## config.mk

```make
export PLATFORM = sky130hd
export DESIGN_NAME = json_syntax_validator_core
export DESIGN_NICKNAME = d
export VERILOG_FILES = /design/src/jsv_pkg.sv /design/src/jsv_byte_class.sv /design/src/jsv_parser.sv /design/src/json_syntax_validator_core.sv
export SDC_FILE = /design/constraint.sdc
export NUM_CORES = 1
export LEC_CHECK = 0
export BUFFER_PORTS_ARGS = -buffer_cell sky130_fd_sc_hd__buf_2
export CAP_MARGIN = 20
export CORE_ASPECT_RATIO = 1.1
export CORE_MARGIN = 2
export CORE_UTILIZATION = 65
export CTS_BUF_LIST = sky130_fd_sc_hd__clkbuf_2 sky130_fd_sc_hd__clkbuf_4 sky130_fd_sc_hd__clkbuf_8
export DETAILED_ROUTE_END_ITERATION = 10
export PLACE_DENSITY = 0.83
export SYNTH_ARGS = -nofsm -noshare
export SYNTH_HDL_FRONTEND = slang
export SYNTH_SLANG_ARGS = --single-unit
export TNS_END_PERCENT = 30
```

## constraint.sdc

```tcl
create_clock -name clk_i -period 5.4 [get_ports clk_i]
set_input_delay 0.81 -clock clk_i [delete_from_list [all_inputs] [get_ports clk_i]]
set_output_delay 0.81 -clock clk_i [all_outputs]
set_load 0.02 [all_outputs]
```

## src/jsv_pkg.sv

```systemverilog
// Shared types, constants and helper functions for the JSON syntax validator.
package jsv_pkg;

  // Nesting capacity and derived widths
  localparam int unsigned MaxNest   = 32;
  localparam int unsigned NestW     = $clog2(MaxNest + 1);
  localparam int unsigned StackIdxW = (MaxNest > 1) ? $clog2(MaxNest) : 1;

  // Fixed field widths
  localparam int unsigned ByteW  = 8;
  localparam int unsigned LimitW = 6;
  localparam int unsigned SubW   = 3;
  localparam int unsigned KindW  = 2;

  localparam logic [LimitW-1:0] LimitReset = LimitW'(32);

  // Result status codes
  typedef enum logic [1:0] {
    StatusBusy  = 2'd0,
    StatusValid = 2'd1,
    StatusError = 2'd2
  } status_e;

  // Literal kinds
  typedef enum logic [KindW-1:0] {
    LitTrue  = 2'd0,
    LitFalse = 2'd1,
    LitNull  = 2'd2
  } lit_kind_e;

  // Parser modes, one-hot
  typedef enum logic [22:0] {
    ModeStart     = 23'h000001,
    ModeObjOpen   = 23'h000002,
    ModeKeyExpect = 23'h000004,
    ModeKeyStr    = 23'h000008,
    ModeKeyEsc    = 23'h000010,
    ModeKeyHex    = 23'h000020,
    ModeColon     = 23'h000040,
    ModeValue     = 23'h000080,
    ModeArrOpen   = 23'h000100,
    ModeValStr    = 23'h000200,
    ModeValEsc    = 23'h000400,
    ModeValHex    = 23'h000800,
    ModeLiteral   = 23'h001000,
    ModeNumSign   = 23'h002000,
    ModeNumZero   = 23'h004000,
    ModeNumInt    = 23'h008000,
    ModeNumDot    = 23'h010000,
    ModeNumFrac   = 23'h020000,
    ModeNumExp    = 23'h040000,
    ModeNumEsign  = 23'h080000,
    ModeNumEdig   = 23'h100000,
    ModeAfter     = 23'h200000,
    ModeDone      = 23'h400000
  } mode_e;

  // Input word
  typedef struct packed {
    logic [ByteW-1:0] data_byte;
    logic             last;
  } in_word_t;

  // Result word
  typedef struct packed {
    status_e          status;
    logic [NestW-1:0] nest_level;
  } out_word_t;

  // Byte classes used by the parser
  typedef struct packed {
    logic ws;
    logic digit;
    logic digit19;
    logic hex;
    logic ctrl;
    logic esc_simple;
  } byte_class_t;

  // Length of each literal
  function automatic logic [SubW-1:0] lit_len(input logic [KindW-1:0] kind);
    logic [SubW-1:0] len;
    unique case (kind)
      LitFalse: len = SubW'(5);
      default:  len = SubW'(4);
    endcase
    return len;
  endfunction

  // Expected character of a literal at a position
  function automatic logic [ByteW-1:0] lit_char(input logic [KindW-1:0] kind,
                                                 input logic [SubW-1:0]  idx);
    logic [ByteW-1:0] ch;
    ch = 8'h00;
    unique case (kind)
      LitFalse: begin
        unique case (idx)
          3'd0: ch = "f";
          3'd1: ch = "a";
          3'd2: ch = "l";
          3'd3: ch = "s";
          3'd4: ch = "e";
          default: ch = 8'h00;
        endcase
      end
      LitNull: begin
        unique case (idx)
          3'd0: ch = "n";
          3'd1: ch = "u";
          3'd2: ch = "l";
          3'd3: ch = "l";
          default: ch = 8'h00;
        endcase
      end
      default: begin
        unique case (idx)
          3'd0: ch = "t";
          3'd1: ch = "r";
          3'd2: ch = "u";
          3'd3: ch = "e";
          default: ch = 8'h00;
        endcase
      end
    endcase
    return ch;
  endfunction

endpackage

```

## src/jsv_byte_class.sv

```systemverilog
// Character classifier for one input byte.
module jsv_byte_class (
  input  logic [jsv_pkg::ByteW-1:0] data_byte_i,
  output jsv_pkg::byte_class_t      class_o
);

  logic [jsv_pkg::ByteW-1:0] b;
  assign b = data_byte_i;

  // Plain range and set compares
  always_comb begin
    class_o.ws         = (b == 8'h20) || (b == 8'h09) || (b == 8'h0D) || (b == 8'h0A);
    class_o.digit      = (b >= "0") && (b <= "9");
    class_o.digit19    = (b >= "1") && (b <= "9");
    class_o.hex        = ((b >= "0") && (b <= "9")) || ((b >= "A") && (b <= "F")) ||
                         ((b >= "a") && (b <= "f"));
    class_o.ctrl       = (b < 8'h20);
    class_o.esc_simple = (b == "\"") || (b == "\\") || (b == "/") || (b == "b") ||
                         (b == "f") || (b == "n") || (b == "r") || (b == "t");
  end

endmodule

```

## src/jsv_parser.sv

```systemverilog
// Parser state, container stack and per-byte next-state logic.
module jsv_parser (
  input  logic                       clk_i,
  input  logic                       rst_ni,
  input  logic                       step_i,
  input  jsv_pkg::in_word_t          word_i,
  input  logic [jsv_pkg::LimitW-1:0] depth_limit_i,
  output jsv_pkg::out_word_t         result_o
);

  jsv_pkg::mode_e                      mode_q, mode_d;
  logic [jsv_pkg::NestW-1:0]           nest_q, nest_d;
  logic [jsv_pkg::SubW-1:0]            sub_q, sub_d;
  logic [jsv_pkg::KindW-1:0]           kind_q, kind_d;
  logic                                err_q, err_d;
  logic [jsv_pkg::MaxNest-1:0]         stack_q;

  jsv_pkg::byte_class_t                cls;
  logic [jsv_pkg::ByteW-1:0]           b;
  logic [jsv_pkg::LimitW-1:0]          lim;
  logic                                lim_hit;
  logic                                top_obj;
  logic [jsv_pkg::StackIdxW-1:0]       rd_idx;
  logic [jsv_pkg::StackIdxW-1:0]       wr_idx;
  logic [jsv_pkg::NestW-1:0]           nest_dec;

  // Next-state working values
  jsv_pkg::mode_e                      p_mode;
  logic [jsv_pkg::NestW-1:0]           p_nest;
  logic [jsv_pkg::SubW-1:0]            p_sub;
  logic [jsv_pkg::KindW-1:0]           p_kind;
  logic                                p_fail;
  logic                                act_vs, act_av, act_push, act_pop;
  logic                                push_obj, pop_obj;
  logic                                stack_we;
  logic [jsv_pkg::SubW-1:0]            sub_inc;
  logic [jsv_pkg::KindW-1:0]           lit_k;
  logic                                err_next;
  jsv_pkg::status_e                    status;

  assign b = word_i.data_byte;

  jsv_byte_class u_class (
    .data_byte_i (b),
    .class_o     (cls)
  );

  // Effective limit and stack top
  assign lim      = (depth_limit_i > jsv_pkg::LimitW'(jsv_pkg::MaxNest))
                    ? jsv_pkg::LimitW'(jsv_pkg::MaxNest) : depth_limit_i;
  assign lim_hit  = (jsv_pkg::NestW'(lim) <= nest_q);
  assign nest_dec = nest_q - jsv_pkg::NestW'(1);
  assign rd_idx   = nest_dec[jsv_pkg::StackIdxW-1:0];
  assign wr_idx   = nest_q[jsv_pkg::StackIdxW-1:0];
  assign top_obj  = stack_q[rd_idx];
  assign sub_inc  = sub_q + jsv_pkg::SubW'(1);
  assign lit_k    = (kind_q > jsv_pkg::KindW'(jsv_pkg::LitNull))
                    ? jsv_pkg::KindW'(jsv_pkg::LitTrue) : kind_q;

  // Per-byte transition
  always_comb begin
    p_mode   = mode_q;
    p_nest   = nest_q;
    p_sub    = sub_q;
    p_kind   = kind_q;
    p_fail   = 1'b0;
    act_vs   = 1'b0;
    act_av   = 1'b0;
    act_push = 1'b0;
    act_pop  = 1'b0;
    push_obj = 1'b0;
    pop_obj  = 1'b0;
    stack_we = 1'b0;

    unique case (mode_q)
      jsv_pkg::ModeStart: begin
        if (b == "{") begin
          act_push = 1'b1;
          push_obj = 1'b1;
        end else if (!cls.ws) begin
          p_fail = 1'b1;
        end
      end
      jsv_pkg::ModeObjOpen: begin
        if (b == "\"") begin
          p_mode = jsv_pkg::ModeKeyStr;
        end else if (b == "}") begin
          act_pop = 1'b1;
          pop_obj = 1'b1;
        end else if (!cls.ws) begin
          p_fail = 1'b1;
        end
      end
      jsv_pkg::ModeKeyExpect: begin
        if (b == "\"") p_mode = jsv_pkg::ModeKeyStr;
        else if (!cls.ws) p_fail = 1'b1;
      end
      jsv_pkg::ModeKeyStr: begin
        if (b == "\"") p_mode = jsv_pkg::ModeColon;
        else if (b == "\\") p_mode = jsv_pkg::ModeKeyEsc;
        else if (cls.ctrl) p_fail = 1'b1;
      end
      jsv_pkg::ModeKeyEsc: begin
        if (cls.esc_simple) begin
          p_mode = jsv_pkg::ModeKeyStr;
        end else if (b == "u") begin
          p_sub  = '0;
          p_mode = jsv_pkg::ModeKeyHex;
        end else begin
          p_fail = 1'b1;
        end
      end
      jsv_pkg::ModeKeyHex: begin
        if (!cls.hex) begin
          p_fail = 1'b1;
        end else if (sub_inc >= jsv_pkg::SubW'(4)) begin
          p_sub  = '0;
          p_mode = jsv_pkg::ModeKeyStr;
        end else begin
          p_sub = sub_inc;
        end
      end
      jsv_pkg::ModeColon: begin
        if (b == ":") p_mode = jsv_pkg::ModeValue;
        else if (!cls.ws) p_fail = 1'b1;
      end
      jsv_pkg::ModeValue: begin
        if (!cls.ws) act_vs = 1'b1;
      end
      jsv_pkg::ModeArrOpen: begin
        if (b == "]") begin
          act_pop = 1'b1;
        end else if (!cls.ws) begin
          act_vs = 1'b1;
        end
      end
      jsv_pkg::ModeValStr: begin
        if (b == "\"") p_mode = jsv_pkg::ModeAfter;
        else if (b == "\\") p_mode = jsv_pkg::ModeValEsc;
        else if (cls.ctrl) p_fail = 1'b1;
      end
      jsv_pkg::ModeValEsc: begin
        if (cls.esc_simple) begin
          p_mode = jsv_pkg::ModeValStr;
        end else if (b == "u") begin
          p_sub  = '0;
          p_mode = jsv_pkg::ModeValHex;
        end else begin
          p_fail = 1'b1;
        end
      end
      jsv_pkg::ModeValHex: begin
        if (!cls.hex) begin
          p_fail = 1'b1;
        end else if (sub_inc >= jsv_pkg::SubW'(4)) begin
          p_sub  = '0;
          p_mode = jsv_pkg::ModeValStr;
        end else begin
          p_sub = sub_inc;
        end
      end
      jsv_pkg::ModeLiteral: begin
        if ((sub_q >= jsv_pkg::lit_len(lit_k)) || (b != jsv_pkg::lit_char(lit_k, sub_q))) begin
          p_fail = 1'b1;
        end else if (sub_inc >= jsv_pkg::lit_len(lit_k)) begin
          p_sub  = '0;
          p_mode = jsv_pkg::ModeAfter;
        end else begin
          p_sub = sub_inc;
        end
      end
      jsv_pkg::ModeNumSign: begin
        if (b == "0") p_mode = jsv_pkg::ModeNumZero;
        else if (cls.digit19) p_mode = jsv_pkg::ModeNumInt;
        else p_fail = 1'b1;
      end
      jsv_pkg::ModeNumZero: begin
        if (cls.digit) p_fail = 1'b1;
        else if (b == ".") p_mode = jsv_pkg::ModeNumDot;
        else if ((b == "e") || (b == "E")) p_mode = jsv_pkg::ModeNumExp;
        else act_av = 1'b1;
      end
      jsv_pkg::ModeNumInt: begin
        if (cls.digit) p_mode = jsv_pkg::ModeNumInt;
        else if (b == ".") p_mode = jsv_pkg::ModeNumDot;
        else if ((b == "e") || (b == "E")) p_mode = jsv_pkg::ModeNumExp;
        else act_av = 1'b1;
      end
      jsv_pkg::ModeNumDot: begin
        if (cls.digit) p_mode = jsv_pkg::ModeNumFrac;
        else p_fail = 1'b1;
      end
      jsv_pkg::ModeNumFrac: begin
        if (cls.digit) p_mode = jsv_pkg::ModeNumFrac;
        else if ((b == "e") || (b == "E")) p_mode = jsv_pkg::ModeNumExp;
        else act_av = 1'b1;
      end
      jsv_pkg::ModeNumExp: begin
        if ((b == "+") || (b == "-")) p_mode = jsv_pkg::ModeNumEsign;
        else if (cls.digit) p_mode = jsv_pkg::ModeNumEdig;
        else p_fail = 1'b1;
      end
      jsv_pkg::ModeNumEsign: begin
        if (cls.digit) p_mode = jsv_pkg::ModeNumEdig;
        else p_fail = 1'b1;
      end
      jsv_pkg::ModeNumEdig: begin
        if (!cls.digit) act_av = 1'b1;
      end
      jsv_pkg::ModeAfter: begin
        act_av = 1'b1;
      end
      jsv_pkg::ModeDone: begin
        if (!cls.ws) p_fail = 1'b1;
      end
      default: begin
        p_fail = 1'b1;
      end
    endcase

    // Start of a value
    if (act_vs) begin
      priority if (b == "\"") begin
        p_mode = jsv_pkg::ModeValStr;
      end else if ((b == "t") || (b == "f") || (b == "n")) begin
        p_kind = (b == "t") ? jsv_pkg::LitTrue :
                 (b == "f") ? jsv_pkg::LitFalse : jsv_pkg::LitNull;
        p_sub  = jsv_pkg::SubW'(1);
        p_mode = jsv_pkg::ModeLiteral;
      end else if (b == "-") begin
        p_mode = jsv_pkg::ModeNumSign;
      end else if (b == "0") begin
        p_mode = jsv_pkg::ModeNumZero;
      end else if (cls.digit19) begin
        p_mode = jsv_pkg::ModeNumInt;
      end else if (b == "{") begin
        act_push = 1'b1;
        push_obj = 1'b1;
      end else if (b == "[") begin
        act_push = 1'b1;
      end else begin
        p_fail = 1'b1;
      end
    end

    // Separator or closer after a value
    if (act_av) begin
      p_mode = jsv_pkg::ModeAfter;
      priority if (cls.ws) begin
        p_mode = jsv_pkg::ModeAfter;
      end else if (b == ",") begin
        if (nest_q == '0) p_fail = 1'b1;
        else p_mode = top_obj ? jsv_pkg::ModeKeyExpect : jsv_pkg::ModeValue;
      end else if (b == "}") begin
        act_pop = 1'b1;
        pop_obj = 1'b1;
      end else if (b == "]") begin
        act_pop = 1'b1;
      end else begin
        p_fail = 1'b1;
      end
    end

    // Open a container
    if (act_push) begin
      if (lim_hit) begin
        p_fail = 1'b1;
      end else begin
        stack_we = 1'b1;
        p_nest   = nest_q + jsv_pkg::NestW'(1);
        p_mode   = push_obj ? jsv_pkg::ModeObjOpen : jsv_pkg::ModeArrOpen;
      end
    end

    // Close a container
    if (act_pop) begin
      if ((nest_q == '0) || (top_obj != pop_obj)) begin
        p_fail = 1'b1;
      end else begin
        p_nest = nest_dec;
        p_mode = (nest_dec == '0) ? jsv_pkg::ModeDone : jsv_pkg::ModeAfter;
      end
    end
  end

  // Result word and committed state
  assign err_next = err_q | p_fail;

  always_comb begin
    if (err_next) status = jsv_pkg::StatusError;
    else if (word_i.last) begin
      status = (p_mode == jsv_pkg::ModeDone) ? jsv_pkg::StatusValid : jsv_pkg::StatusError;
    end else status = jsv_pkg::StatusBusy;
  end

  assign result_o.status     = status;
  assign result_o.nest_level = err_q ? nest_q : p_nest;

  always_comb begin
    mode_d = mode_q;
    nest_d = nest_q;
    sub_d  = sub_q;
    kind_d = kind_q;
    err_d  = err_q;
    if (step_i) begin
      if (word_i.last) begin
        mode_d = jsv_pkg::ModeStart;
        nest_d = '0;
        sub_d  = '0;
        kind_d = '0;
        err_d  = 1'b0;
      end else if (!err_q) begin
        mode_d = p_mode;
        nest_d = p_nest;
        sub_d  = p_sub;
        kind_d = p_kind;
        err_d  = p_fail;
      end
    end
  end

  // Control state
  always_ff @(posedge clk_i or negedge rst_ni) begin
    if (!rst_ni) begin
      mode_q <= jsv_pkg::ModeStart;
      nest_q <= '0;
      sub_q  <= '0;
      kind_q <= '0;
      err_q  <= 1'b0;
    end else begin
      mode_q <= mode_d;
      nest_q <= nest_d;
      sub_q  <= sub_d;
      kind_q <= kind_d;
      err_q  <= err_d;
    end
  end

  // Container kinds, 1 = object; only pushed levels are read
  always_ff @(posedge clk_i) begin
    if (step_i && !err_q && stack_we) begin
      stack_q[wr_idx] <= push_obj;
    end
  end

endmodule

```

## src/json_syntax_validator_core.sv

```systemverilog
// Streaming JSON syntax validator: input register, parser and result register.
// An accepted word is held in the input register; its result from the parser is
// captured in the result register when the output can advance.
// Throughput: one byte per cycle; while a finished result waits, one more byte
// is held in the input register before the input stalls.
// Reset: rst_ni clears all control state, the parser returns to expecting the
// opening brace and depth_limit returns to 32; the container stack is not cleared.
module json_syntax_validator_core (
  input  logic                       clk_i,
  input  logic                       rst_ni,
  input  logic                       in_valid_i,
  output logic                       in_ready_o,
  input  jsv_pkg::in_word_t          in_word_i,
  output logic                       out_valid_o,
  input  logic                       out_ready_i,
  output jsv_pkg::out_word_t         out_word_o,
  input  logic                       cfg_we_i,
  input  logic [jsv_pkg::LimitW-1:0] cfg_wdata_i
);

  logic                       in_valid_q, in_valid_d;
  jsv_pkg::in_word_t          in_word_q;
  logic                       out_valid_q, out_valid_d;
  jsv_pkg::out_word_t         out_word_q;
  logic [jsv_pkg::LimitW-1:0] depth_limit_q;
  logic                       adv;
  logic                       in_fire;
  logic                       step;
  jsv_pkg::out_word_t         result;

  // Handshake and pipeline advance
  assign adv        = !out_valid_q || out_ready_i;
  assign in_ready_o = !in_valid_q || adv;
  assign in_fire    = in_valid_i && in_ready_o;
  assign step       = in_valid_q && adv;

  assign in_valid_d  = in_ready_o ? in_valid_i : in_valid_q;
  assign out_valid_d = adv ? in_valid_q : out_valid_q;

  always_ff @(posedge clk_i or negedge rst_ni) begin
    if (!rst_ni) begin
      in_valid_q    <= 1'b0;
      out_valid_q   <= 1'b0;
      depth_limit_q <= jsv_pkg::LimitReset;
    end else begin
      in_valid_q  <= in_valid_d;
      out_valid_q <= out_valid_d;
      if (cfg_we_i) depth_limit_q <= cfg_wdata_i;
    end
  end

  // Payload registers
  always_ff @(posedge clk_i) begin
    if (in_fire) in_word_q <= in_word_i;
    if (step) out_word_q <= result;
  end

  jsv_parser u_parser (
    .clk_i         (clk_i),
    .rst_ni        (rst_ni),
    .step_i        (step),
    .word_i        (in_word_q),
    .depth_limit_i (depth_limit_q),
    .result_o      (result)
  );

  assign out_valid_o = out_valid_q;
  assign out_word_o  = out_word_q;

endmodule

```

==> results.toml <==
[grt]
grt_pass1_wl_microns = 42700
antenna_found_initial = 0
overflow = 0
grt_max_degree = 44
grt_util_all_layers = 0.444
grt_pass1_vias = 7570

[place]
hpwlAfterDp_microns = 20600
placed_cells = 1035
post_dp_cell_area_sq_um = 7770
place.gp.congestion = 1.18
portBuffers = 29

[clocking]
cts_setup_buffers = 0
cts.sink_count = 92
cts_tree = "yes"
numCtsBuffers = 9
cts.repair.resized = 0
clock_latency_ns = 0.39
cts_hold_buffers = 0
clk_pin_slew_ns = 0.11
htreeDepth = 3
cts_buffer_depth = 2
cts_root_buf = "clkbuf_8"

[yosys]
synth-main-ff-cell = "edfxtp_1"
async_flop_share = 0.467
syn_inst = 904
yosys.area_share.adder = 0.0345
ys_seq_area_frac = 0.334
netlist-cell-type-count = 90
synth_compound_area_frac = 0.193
muxShareOfSynthArea = 0.0410
syn_area_sq_um = 7620
ys_seq_elements = 92
synth_top_family_by_area = "simple AND/OR/NAND/NOR gates"
synth-simple-area-share = 0.329
synthesis.nets = 945
syn-mean-instance-area_sq_um = 8.43
synth_xor_area_frac = 0.0195
synth_edf_count = 49
synth_warnings = 0

[final_layout]
stdcell_area_sq_um = 8040
stdcell_count = 1053
fin_nets = 939
area_delta_synth_final_pct = 5.38
drive_gt1_frac = 0.115
final_common_cell = "nor2_1"
diodes = 0
final_cell_mix = "nor2_1 (90), nand2_1 (70), edfxtp_1 (49)"

[setup_path]
critPathArrivalTime_ns = 4.74
path_cells = "nand4b_1 > o32ai_1 > a211oi_1 > o211a_2 > a2111oi_2 > and3_1 > nand4_1 > a221o_1 > a211oi_2 > a31oi_1"
cp_num_buf_inv = 0
crit_family = "compound AO/OA/AOI/OAI gates"
worstSetupPathType = "flop to flop"
critPathMaxStageDelay_ns = 0.71
cp_max_fo = 13
required_ns = 5.54
crit_slowest_cell = "o32ai_1"
worstSetupStartpointType = "flop"
end_kind = "flop"

[drt]
drt-total-wl_microns = 27700
ant_nets = 0
first_pass_iters = 6
wl_per_cell_microns = 26.3
drtIter0Drc = 1321
vias = 8054
drc = 0
vias_per_cell = 7.65

[sta]
tightest_slew_ns = 1.02
slew_violations = 0
finalCriticalPeriod_ns = 4.60
setup_viol_count_final = 0
fin_setup_tns_ns = 0
grt_setup_unrepaired = "no"
fin_crit_sh = 0.852
fmax_mhz = 217
slew_headroom = 0.300
holdWs_ns = 0.347
worst_clock_skew_ns = 0.0161
hold_violations = 0

[power_and_ir_drop]
p_per_area_nw_per_um2 = 219
clkPwrFrac = 0.315
p_seq_frac = 0.461
leakagePower_uw = 0.00300
combPwrFrac = 0.224
switching_power_uw = 601
peakVddDrop_uv = 160
swShare = 0.342
p_int_uw = 1160

[die]
io_pins = 30
start_util = 0.667
die_h_microns = 118
die_x_microns = 107
core_sq_um = 11400
rows = 41
dieArea_sq_um = 12600

[min_path]
hold_path.class = "input port to asynchronous set/reset pin"

[run_status]
outcome = "completed"

[flow_run]
cap_violations = 0
==> sequential cells by signal, indices dropped and copies added (netlist names) <==
| signal | count |
|---|---|
| in_word_q | 9 |
| u_parser.mode_q | 23 |
| u_parser.err_q | 1 |
| u_parser.stack_q | 32 |
| depth_limit_q | 6 |
| u_parser.nest_q | 6 |
| u_parser.sub_q | 3 |
| out_word_o | 8 |
| u_parser.kind_q | 2 |
| out_valid_o | 1 |
| in_valid_q | 1 |
==> cell type report <==
cell class,instances,area [sq um]
multi-input cells,721,4700
fillers,876,3400
flip-flops and latches,92,2550
repair buffers,38,233
well taps,150,188
inverters,36,135
clock buffers,10,131
clock inverters,6,93.8
==> through the flow <==
stage	util	setup slack [ns]	power, uW
after floorplan	-	1.58	1070
after global placement	0.680	1.09	1180
after detailed placement	0.680	1.07	1190
after CTS	0.699	1.05	1730
after global routing	0.702	0.637	1800
final	0.702	0.799	1760
==> power groups by stage <==
stage	Combinational, uW	Clock, uW	Sequential (uW)
floorplan	272	0	798
global placement	364	0	819
detailed placement	370	0	822
CTS	372	548	808
global route	415	569	813
finish	395	555	811
==> synth_stat cells (all sizes together) (8+ instances only) <==
cell type,instances,share of area
or4,9,0.0094
or3,15,0.012
nand3b,8,0.0079
edfxtp,49,0.19
a21o,9,0.0089
nor2,90,0.044
or2,10,0.0082
inv,35,0.017
xnor2,13,0.015
nor2b,15,0.012
a22o,10,0.011
buf,12,0.010
mux4,10,0.030
nor3,44,0.030
a21oi,45,0.030
clkbuf,43,0.021
nand2b,22,0.018
nor4,36,0.035
o21a,8,0.0079
and2,12,0.0098
dfrtp,41,0.13
nand3,44,0.031
ha,21,0.034
o21ai,44,0.029
o22ai,12,0.0098
nand2,70,0.034
nand4,29,0.024
a211oi,9,0.0095
and3,16,0.013
==> final timing paths <==
path / to / cells after the start / startpoint / slack [ns]
max reg2reg: out_word_o[7] / 10 / in_word_q[6] / 0.80
min: u_parser.mode_q[11] / 1 / rst_ni / 0.35
min in group clk_i: out_valid_o / 1 / in_valid_q / 0.51
min reg2reg: out_valid_o / 1 / in_valid_q / 0.51
max in group asynchronous: depth_limit_q[5] / 2 / rst_ni / 4.44
max: out_word_o[7] / 10 / in_word_q[6] / 0.80
==> logic make-up (layout without fill, tap and decap cells) <==
kind of cell | count (synthesis) | in the layout
multiplexers | 18 | 18
buffers and inverters | 91 | 90
flip-flops | 92 | 92
AND/OR/NAND/NOR | 453 | 453
adder cells (fa/ha/maj) | 21 | 21
AO/OA/AOI/OAI | 212 | 212
XOR/XNOR | 17 | 17
==> routing by layer <==
| metal | GRT usage | up-vias | wire, microns |
|---|---|---|---|
| met5 | 0 | - | 0 |
| met4 | 0.298 | 0 | 2510 |
| met3 | 0.0759 | 187 | 3110 |
| met2 | 0.707 | 699 | 12600 |
| met1 | 0.549 | 3726 | 9510 |
| li1 | - | 3442 | - |
(Power assumes the default switching activity.)
